**config.mk**
```make
export PLATFORM = sky130hd
export DESIGN_NAME = fxalu_post
export DESIGN_NICKNAME = d
export VERILOG_FILES = /design/src/rtl/core/fxalu_pkg.sv /design/src/rtl/core/fxalu_post.sv
export SDC_FILE = /design/constraint.sdc
export NUM_CORES = 1
export LEC_CHECK = 0
export BUFFER_PORTS_ARGS = -buffer_cell sky130_fd_sc_hd__buf_2
export CAP_MARGIN = 20
export CORE_MARGIN = 4
export CORE_UTILIZATION = 49
export CTS_CLUSTER_SIZE = 12
export DETAILED_ROUTE_END_ITERATION = 10
export PLACE_DENSITY_LB_ADDON = 0.2
export RECOVER_POWER = 25
export SETUP_SLACK_MARGIN = 0.4
export SYNTH_ARGS = -nofsm -noshare
export SYNTH_HDL_FRONTEND = slang
export SYNTH_SLANG_ARGS = --single-unit
```
**constraint.sdc**
```tcl
create_clock -name i_clk -period 4.9 [get_ports i_clk]
set_clock_uncertainty 0.15 [all_clocks]
set_input_delay 0.735 -clock i_clk [delete_from_list [all_inputs] [get_ports i_clk]]
set_output_delay 0.735 -clock i_clk [all_outputs]
set_load 0.01 [all_outputs]
```
**src/rtl/core/fxalu_pkg.sv**
```systemverilog
// ----------------------------------------------------------------------------
// Fixed-point ALU package
// Shared word width, operation codes, item types and pipeline control struct.
// ----------------------------------------------------------------------------
package fxalu_pkg;

    // Raw word width, fixed by the item fields.
    localparam int WORD_BITS = 32;

    // Default number of fraction bits (Q24.8).
    localparam int FRAC_BITS_DEF = 8;

    // Operation codes.
    localparam logic [3:0] KIND_ADD      = 4'd0;
    localparam logic [3:0] KIND_SUB      = 4'd1;
    localparam logic [3:0] KIND_MUL      = 4'd2;
    localparam logic [3:0] KIND_DIV      = 4'd3;
    localparam logic [3:0] KIND_MIN      = 4'd4;
    localparam logic [3:0] KIND_MAX      = 4'd5;
    localparam logic [3:0] KIND_INC      = 4'd6;
    localparam logic [3:0] KIND_DEC      = 4'd7;
    localparam logic [3:0] KIND_FROM_INT = 4'd8;
    localparam logic [3:0] KIND_TO_INT   = 4'd9;

    // One input item.
    typedef struct packed {
        logic [3:0]                  kind;
        logic signed [WORD_BITS-1:0] operand_a;
        logic signed [WORD_BITS-1:0] operand_b;
    } t_in_item;

    // One result item.
    typedef struct packed {
        logic signed [WORD_BITS-1:0] result;
        logic                        less;
        logic                        equal;
        logic                        greater;
        logic                        div_by_zero;
    } t_out_item;

    // Control that travels with each item down the pipeline.
    typedef struct packed {
        logic valid;
        logic is_div;
        logic neg;
        logic div_by_zero;
        logic less;
        logic equal;
        logic greater;
    } t_ctl;

endpackage

```
**src/rtl/core/fxalu_post.sv**
```systemverilog
// ----------------------------------------------------------------------------
// Fixed-point ALU result stage
// Applies the quotient sign, wraps to the word and assembles the result item.
// ----------------------------------------------------------------------------
module fxalu_post #(
    parameter int FRAC_BITS = fxalu_pkg::FRAC_BITS_DEF
) (
    input  logic                                        i_clk,
    input  logic                                        i_rst_n,
    input  logic                                        i_en,
    input  fxalu_pkg::t_ctl                             i_ctl,
    input  logic [fxalu_pkg::WORD_BITS+FRAC_BITS-1:0]   i_acc,
    output logic                                        o_valid,
    output fxalu_pkg::t_out_item                        o_item
);

    localparam int W = fxalu_pkg::WORD_BITS;

    logic [W-1:0]         qw;
    fxalu_pkg::t_out_item n_item;
    fxalu_pkg::t_out_item r_item;
    logic                 r_valid;

    // Low word of the accumulator, negated for a divide of mixed signs.
    assign qw = i_acc[W-1:0];

    always_comb begin
        n_item.result      = i_ctl.neg ? (~qw + W'(1)) : qw;
        n_item.less        = i_ctl.less;
        n_item.equal       = i_ctl.equal;
        n_item.greater     = i_ctl.greater;
        n_item.div_by_zero = i_ctl.div_by_zero;
    end

    // Stage register.
    always_ff @(posedge i_clk) begin
        if (!i_rst_n) begin
            r_valid <= 1'b0;
        end else if (i_en) begin
            r_valid <= i_ctl.valid;
            r_item  <= n_item;
        end
    end

    assign o_valid = r_valid;
    assign o_item  = r_item;

endmodule

```
======== Word-level counts from Yosys, hierarchy flattened ========
Index checks and enable logic that the tools add are counted.
operators by class
  add/sub/neg operators ................... 1
  mux-type cells .......................... 1
  bitwise operators ....................... 1
  reduce and logical (&&, ||, !) cells .... 1
operators with widths
  operator                                        number
  adder 32 x 1 -> 32 bit (second input constant)  1
  two-way mux 32 bit                              1
  NOT 32 bit                                      1
  AND reduction 2 bit                             1
word-level totals
  bits in registers ....................... 37
  input bits .............................. 50

======== Logic depth before layout (Yosys ltp) ========
Gate-level depths: netlist (run 1).
  word-level depth ........................ 3
  mapped depth ............................ 6
  mapped depth without buffers ............ 6

======== Least setup slack after synthesis (run 1) ========
OpenSTA, ideal clock, no wires.
  kind .................................... input to register
  start point ............................. input i_acc[22] (netlist bit)
  end point ............................... register r_item, in the netlist o_item[32] (data pin)
  slack ................................... 2.452 ns
  stages on the path ...................... 4
  arrival ................................. 2.035 ns
  setup time .............................. 0.263 ns
  path through ............................ or4_4 -> or3_4 -> o41ai_2 -> xnor2_1
RTL lines
  item                    RTL line          source
  start: declaration      fxalu_post.sv:12  input logic [fxalu_pkg::WORD_BITS+FRAC_BITS-1:0] i_acc,
  end signal: assignment  fxalu_post.sv:41  r_item <= n_item;
  end: declaration        fxalu_post.sv:21  fxalu_pkg::t_out_item r_item;

======== Worst setup path in the final report (run 1) ========
  start point ............................. input i_en
  end point ............................... register r_item, in the netlist o_item[1], enable pin
between the ends
  longest elaborated chain between the ends .. 1
ends and longest elaborated chain
  item                                  RTL line          source
  start: declaration                    fxalu_post.sv:10  input logic i_en,
  AND reduction 2 bit (no source line)  -
No other way between the ends.
A chain may end at the register's enable or synchronous reset.

==> results of run 1 <==
-- stage by stage --
step	instance area [µm²]	std cells	util [%]
4_1_cts	2350	262	68.3
2_1_floorplan	1810	133	-
6_report	2350	262	68.2
3_3_place_gp	2250	254	65.2
5_1_grt	2350	262	68.2
3_5_place_dp	2250	254	65.2
-- state kept, by name, summed over array words and instances, names as in the netlist --
signal / count
o_valid: 1
o_item: 36
-- synth_stat cells (2+ instances only) --
cell type,count
o21ai_0,11
nor2b_1,2
or3_1,4
nand2_1,9
inv_1,2
nand4_1,3
nor4_1,2
or4_4,3
o31ai_1,9
clkbuf_1,2
xnor2_1,30
o41ai_2,2
nand2b_1,2
edfxtp_1,36
o41ai_1,3
-- area by class of cell --
cell class	instances	area, µm²
Sequential cell	37	1100
Fill cell	271	1100
Multi-Input combinational cell	91	687
Timing Repair Buffer	78	387
Clock buffer	6	72.6
Tap cell	46	57.6
Clock inverter	2	33.8
Inverter	2	7.51
-- metal layers --
metal	global-route usage (%)	wire length, µm	up-vias
met3	5.51	287	7
met4	6.81	47	0
li1	-	-	670
met2	29.0	1940	48
met1	19.3	1420	630
met5	0	0	-
-- worst max-delay path by stage --
stage                     startpoint         end  slack [ps]  cells after the start
after floorplan            i_acc[22]  o_item[32]        2450                      4
after global placement      i_acc[4]  o_item[35]        2160                      6
after detailed placement    i_acc[4]  o_item[33]        2100                      6
after CTS                   i_acc[4]  o_item[33]        2420                      6
after global routing            i_en  o_item[32]        2110                      3
final                           i_en   o_item[1]        2300                      3
-- worst max-delay path: stages --
cell and delay, ps:
clkbuf_1 110, and2_0 130, clkbuf_1 1340
-- cell families (layout without fill, tap and decap cells) --
logic type | after synthesis | count (layout)
DFF | 37 | 37
and+or+nand+nor | 34 | 34
xor gates and xnor gates | 30 | 30
AOI/OAI and AO/OA | 25 | 25
buffers and inverters | 5 | 88
adders and majority gates | 1 | 1
muxes | 1 | 1
-- power by group through the flow --
stage	Sequential (W)	Clock, W	Combinational [W]
finish	0.000384	0.000247	0.000112
global route	0.000386	0.000272	0.000123
CTS	0.000384	0.000255	0.000114
detailed placement	0.000391	0	0.000114
global placement	0.000389	0	0.000110
floorplan	0.000405	0	0.0000428
==> impl.org, run 1 <==
** Placed design
- Dpl ws :: 2100 ps
- Detailed placement finished with a half-perimeter wire length of 2920 µm.
- Count of buffers from port buffering :: 77
- At the end of routability-driven placement, the weighted congestion stood at 0.721.

** Worst setup path
- Reg2Reg Depth :: 2
- The worst setup path is captured at a flip-flop.
- STA classifies the critical path startpoint as a primary input.
- Across all register-to-register paths, the minimum setup slack is 4160 ps.
- Critical path peak fanout :: 36
- The critical path is of the primary input to flip-flop type.
- For the worst setup path, the data required time is ~4600 ps.
- The worst register-to-register path ends at o_valid.
- The startpoint identified for the worst register-to-register timing path is o_valid.
- CP arrival :: around 2300 ps

** Hold path
- The worst hold path terminates at o_valid.
- The worst hold path was traced through 2 stages.
- Worst Hold Launch :: o_valid
- In this run the worst hold path is classified as flip-flop to flip-flop.

** Floorplanning
- X dimension of the die :: 68.7 µm
- Die Outline Area :: 4720 µm²
- Number of top-level design ports :: 87
- Row count :: 21
- CORE AREA :: 3440 µm²
- In this run the vertical extent of the chip is approximately 70 µm.
- Initial Util :: 52.5%

** Clock network
- In this run, post-CTS repair resized a total of 0 instances.
- TritonCTS built the clock tree.
- Clock slew at reported path FFs :: 70 ps
- CTS Sinks :: 37
- The root buffer cell chosen for the clock tree is clkbuf_8.
- CTS H-Tree Depth :: 2
- Clock latency on the worst-skew pair :: between 200 and 300 ps
- In this run, post-CTS hold repair placed 0 buffers.
- Number of clock buffers inserted by TritonCTS :: 5
- In this run the deepest clock path goes through 2 buffers.
- Post-CTS Setup Inserts :: 0

** Synthesis
- The synthesized design contains 37 register bits.
- The synthesized netlist devotes less than 1% of its cell area to adder and majority cells.
- After Yosys synthesis, XOR and XNOR cells account for 14.5% of the synthesized area.
- Counting flops with a built-in enable in the synthesized netlist gives 36.
- Cell types occupying the most area after synthesis :: edfxtp_1 (60%), xnor2_1 (15%), o31ai_1 (3.7%)
- Sequential cells were found to cover 60.9% of the synthesized design area.
- The synthesized netlist devotes 10.0% of its cell area to compound gates.
- Post-synthesis simple-gate area fraction :: 12.2%
- Yosys cell types :: 28
- For this run, the number of Yosys warnings is 0.
- Post-synth top area cell :: edfxtp_1
- Counting flops with an async set or reset pin after synthesis yields a share of 0%.
- Synthesis handed over a netlist of 133 instances.
- The number of nets handed over by synthesis was 184.
- By area, the combinational part of the netlist is dominated by XOR/XNOR gates.
- Area of the mapped netlist :: between 1500 and 2000 µm²
- Each instance of the synthesized netlist takes up on average approximately 14 µm².
- Most used flip-flop cell after synthesis :: edfxtp_1
- After synthesis, the share of cell area in mux cells is less than 1%.
- Area share of the largest cell type after synthesis :: around three fifths

** Timing
- The final-report max-slew violation count came to 37.
- Setup violations remaining at the end of the flow were counted as 0.
- The clock period could shrink to 2600 ps.
- The final critical path takes up 53.1% of the cycle.
- Unrepaired setup endpoints after global routing :: no
- For the pin with the worst max-slew slack, the measured transition is 1870 ps.
- The hold violation count in the final report was 0.
- Rel. slew slack :: -24.8%
- Hold timing on the final database bottoms out at a slack of 364 ps.
- Derived from the worst setup path, the maximum achievable clock frequency is 384 MHz.
- Setup TNS :: 0 ps
- Setup slack on the critical path of the routed design comes to 2300 ps.

** Global routing
- The number of antenna violations at the first check in global routing is 0.
- Maximum number of pins on one net before global-route repair :: 37
- The total overflow left after global routing is 0.
- Total routing usage reported by global routing :: 16.8%
- The number of global-route vias before repair was 1,309.
- The first global-routing pass estimated between 5000 and 6000 µm of wire.

** Layout
- The number of antenna diodes in the final layout is 0.
- The library cell used most frequently in the layout, excluding fill and tap cells, is buf_2.
- Area growth from synthesis to layout :: 29.8%
- The top cell types in the final layout, fill and taps aside, are buf_2 (75), edfxtp_1 (36), xnor2_1 (30).
- At the end of the flow, the number of nets in the layout was 266.
- In the final layout, the share of cells above drive strength 1 is 41.7%.

** Power and ir drop
- Switching share of power :: 22.0%
- Share of power burned in registers :: 51.7%
- In this run, the combinational gates consume 15.1% of the power.
- The internal power of the cells totals 0.000580 W.
- Summing internal, switching and leakage power gives 0.000743 W.
- IR drop worst, VDD :: 206 µV
- Leakage power :: 0.881 nW
- In this run the power spent charging and discharging nets is 0.000164 W.
- In this run the power density over the cells is 317 nW/µm².
- The clock network accounts for 33.3% of the total power.

** Route
- Before antenna repair, the detailed router went through 4 iterations.
- For this block, the initial DRC count from the detailed router was between 70 and 80.
- After detailed routing, the average wire length per cell comes to ~14 µm.
- In the routed design, unresolved DRC markers number 0.
- In the routed layout, each cell is associated on average with a via count of 5.17.
- Total via count in the routed design :: 1,355
- Total wire length :: between 3000 and 4000 µm
- Count of nets left with antenna violations after detail routing :: 0

** Status
- The run finished, with violations left.
- Violated checks :: capacitance limit, slew limit

** Job
- Max-cap violations :: 1
No activity file was read; power rests on OpenSTA's default activity.
==> run 2, diff against run 1 <==
--- a/config.mk
+++ b/config.mk
@@ -5,6 +5,7 @@
 export SDC_FILE = /design/constraint.sdc
 export NUM_CORES = 1
 export LEC_CHECK = 0
+export ABC_AREA = 1
 export BUFFER_PORTS_ARGS = -buffer_cell sky130_fd_sc_hd__buf_2
 export CAP_MARGIN = 20
 export CORE_MARGIN = 4
==> constraint.sdc (replaced) <==
create_clock -name i_clk -period 2.65 [get_ports i_clk]
set_clock_uncertainty 0.15 [all_clocks]
set_input_delay 0.3975 -clock i_clk [delete_from_list [all_inputs] [get_ports i_clk]]
set_output_delay 0.3975 -clock i_clk [all_outputs]
set_load 0.01 [all_outputs]
==> run 2 against run 1 <==
The flow now finishes without violations. Non-clock buffer count did not move. Sequential cell count is the same. Synthesized cell count grew 100%. Largest power group unchanged. Critical path type unchanged. Combinational power up 120%. Sequential power rose by 84%. Total power rose by 96%.
==> impl.org, run 2 <==
** Synthesis
- Post-synthesis simple-gate area fraction :: 36.3% (+24 points)
- Yosys instantiated no cell more often than nand2_1.
- The xor and xnor fraction of the mapped netlist area came to 5.55% (-9.0 points).
- Area share of the largest cell type after synthesis :: 48.9% (-11 points)
- Count of yosys warnings during synthesis :: 0 (unchanged)
- Yosys cell types :: 19 (-32%)
- Post-Synth Adder-Cell Area :: 0.566% (-0.13 points)
- Fraction of the mapped netlist area in compound gates :: 2.49% (-7.6 points)
- The largest total area in the synthesized netlist belongs to edfxtp_1.
- The number of nets produced by synthesis is 320 (+74%).
- Commonest cells in the netlist :: nand2_1 (93), nor2_1 (41), edfxtp_1 (36), inv_1 (24)
- Main combinational cell family by area after synthesis :: simple AND/OR/NAND/NOR gates
- Portion of netlist area occupied by mux cells :: 0% (-0.55 points)
- The synthesized area divided by synthesized cell count was 8.22 µm² (-39%).
- Seq cells post-synth :: 37 (unchanged)
- Instance count of the mapped netlist :: 269 (+100%)
- Share of synthesized registers carrying an async set or reset :: 0% (unchanged)
- The most used flip-flop cell after synthesis is edfxtp_1.
- Number of enable flip-flop cells after synthesis :: 36 (unchanged)
- Ranked by total cell area, the synthesized netlist is headed by edfxtp_1 (49%), nand2_1 (16%), nor2_1 (7.0%).
- Sequential area share after synthesis :: 49.8% (-11 points)
- The synthesized cell area is 2210 µm² (+22%).

** Placed design
- Half-perimeter wire length of the detailed placement result :: 3820 µm (+31%)
- Dpl ws :: 821 ps (-1280 ps)
- The placer's final routability congestion estimate came to 0.982 (+36%).
- Count of buffers from port buffering :: 77 (unchanged)

** Power and ir drop
- The overall power after layout was 0.00145 W (+96%).
- The power density over cell area was 528 nW/µm² (+67%).
- Leakage power :: 1.28 nW (+45%)
- IR drop worst, VDD :: 237 µV (+16%)

** Layout
- Final layout net count :: 401 (+51%)
- The ratio of cells with drive above 1 in the final layout is 30.8% (-11 points).
- Commonest non-fill, non-tap cell in the layout :: nand2_1
- The diode insertion count for antenna repair came to 0 (unchanged).
- The final design utilization is 63.2% (-4.9 points).
- From synthesis to final layout, the design area changed by 24.6%.
- Most used cells in the layout excluding fill and tap cells :: nand2_1 (93), buf_2 (75), nor2_1 (41)
- The flip-flop count of the largest register, all copies and words added came to 36 (unchanged).
- The number of fill cells in the layout is 395 (+46%).

** Global routing
- Via count of the first global-routing pass :: 1,754 (+34%)
- The number of antenna violations at the first check in global routing is 0 (unchanged).
- The overall track demand over capacity in global routing came to 18.1% (+1.3 points).
- Met3 track demand over resource :: 3.87% (-1.6 points)
- The final global-route overflow total is 0 (unchanged).
- Met1 demand-to-capacity share in global routing :: 22.1% (+2.9 points)
- met2 is the most crowded layer.
- The pin count of the biggest net entering global routing is 37 (unchanged).
- GR met2 Demand/Resource :: 31.8% (+2.9 points)
- The global-route wire length before repair came to 7710 µm (+34%).

** Timing
- Worst hold slack :: 133 ps (-231 ps)
- Final setup violation count :: 0 (unchanged)
- Based on the critical path, the design can be clocked at up to ~640 MHz.
- Period minus WS final :: 1570 ps
- Final Hold Vio Count :: 0 (unchanged)
- The final-report max-slew violation count came to 0 (-100%).
- The minimum setup slack in the final design came to 1080 ps (-1220 ps).
- Setup repair after global routing left no endpoint under its margin.
- In the finished design, the share of the clock period the worst path needs comes to 59.3%.
- Least-Margin Pin Slew :: 853 ps (-1020 ps)
- Setup TNS :: 0 ps (unchanged)
- The headroom to the max-slew limit is 43.1% (+68 points).

** Clock network
- Clock latency on the worst-skew pair :: 280 ps (about the same)
- CTS Sinks :: 37 (unchanged)
- Number of clock buffers inserted by TritonCTS :: 5 (unchanged)
- Post-CTS Setup Inserts :: 0 (unchanged)
- Number of instances resized during post-cts repair :: 0 (unchanged)
- The total number of H-tree levels was 2 (unchanged).
- The number of buffers inserted for hold repair after clock tree synthesis was 0 (unchanged).
- TritonCTS clock tree :: built
- The tree is rooted in a clkbuf_8.
- The clock input transition at the sequential cells of the worst setup and hold paths is 70 ps (about the same).
- The maximum root-to-sink buffer count was 2 (unchanged).

** Route
- The number of vias after detailed routing was 1,919 (+42%).
- The routed length per placed instance came to 12.0 µm (-15%).
- Count of nets left with antenna violations after detail routing :: 0 (unchanged)
- DRC Markers :: 0 (unchanged)
- Number of vias per cell after detailed routing :: 4.76 (-7.9%)
- DRT Pass-1 Iters :: 4 (unchanged)
- The final routed wirelength across all metal layers is 4840 µm (+31%).
- The violation count after the first detailed-routing iteration was 101 (+40%).

** Floorplanning
- The initial standard-cell utilization of the core is 50.8% (-1.7 points).
- Number of top-level design ports :: 87 (unchanged)
- Row count :: 24 (+14%)
- The chip width is 75.2 µm (+9.4%).
- Die Outline Area :: 5650 µm² (+20%)
- The vertical extent of the die is 75.2 µm (+9.4%).
- CORE AREA :: 4350 µm² (+26%)

** Hold path
- The path with the worst hold slack has its endpoint at o_item[3].
- Number of cells on the worst hold path :: 1 (-1)
- The min-delay analysis places its worst path in the category primary input to flip-flop.
- Worst Hold Launch :: i_ctl[2]

** Worst setup path
- The worst register-to-register path begins at o_valid.
- The worst setup path is captured at a flip-flop.
- Worst setup path class :: primary input to flip-flop
- Critical path peak fanout :: 34 (-5.6%)
- The worst setup path is launched from a primary input.
- Reg2Reg Depth :: 2 (unchanged)
- CP arrival :: 1340 ps (-990 ps)
- The required time reported for the critical path endpoint is 2420 ps (-2210 ps).
- The worst register-to-register path ends at o_valid.
- The reg-to-reg setup timing slack came to 1870 ps (-2290 ps).

** Status
- Outcome :: complete, no violations

** Job
- Max-cap violations :: 0 (-1)
[run 2: changes by cell type in the layout (fill, tap and decap cells not counted), sizes merged, moves of 9 or more]
cell   delta
xnor2    -17
o31ai     -9
nand3    +14
nor2     +48
nand2   +101
inv      +22
[run 2: how the worst max path moves through the flow]
stage	startpoint	to	slack [ps]	cells after the start
final	i_en	o_item[20]	1080	4
after global routing	i_en	o_item[34]	930	4
after CTS	i_acc[0]	o_item[30]	1130	10
after detailed placement	i_acc[0]	o_item[30]	820	10
after global placement	i_ctl[4]	o_item[21]	840	4
after floorplan	i_rst_n	o_item[0]	960	2
[run 2: where the power goes]
part	switching, W	internal (W)	total [W]
clock	0.000200	0.000307	0.000507
combinational	0.000148	0.0000949	0.000243
sequential	0.00000849	0.000697	0.000705
[run 2: final cells by class]
| class | instances | area (µm²) | share of cell area (%) |
|---|---|---|---|
| tap | 52 | 65.1 | 2.36 |
| multi-input combinational | 204 | 993 | 36.1 |
| sequential | 37 | 1100 | 40.0 |
| clock buffer | 7 | 86.3 | 3.13 |
| inverter | 24 | 90.1 | 3.27 |
| timing repair buffer | 78 | 388 | 14.1 |
| clock inverter | 1 | 30.0 | 1.09 |
[run 2: logic make-up after synthesis]
group / count (synthesis)
buf+inv: 28
compound gates: 11
simple gates: 178
xor+xnor: 14
fa+ha+maj: 1
flops: 37
[run 2: through the flow]
| step | area [µm²] | cells |
|---|---|---|
| after floorplan | 2210 | 269 |
| final | 2750 | 403 |
| after CTS | 2760 | 403 |
| after detailed placement | 2640 | 395 |
| after global routing | 2750 | 403 |
| after global placement | 2640 | 395 |
[run 2: worst max-delay path, stage by stage]
cell,delay [ps]
clkbuf_1,110
nand2_1,60
inv_1,90
clkbuf_2,670
[run 2: layer usage]
layer	share of wire [%]	routed length (µm)	vias to the layer above
met2	47	2280	69
met4	1.3	64	0
met5	0	0	-
met1	43	2060	831
met3	8.9	430	7
li1	-	-	1012
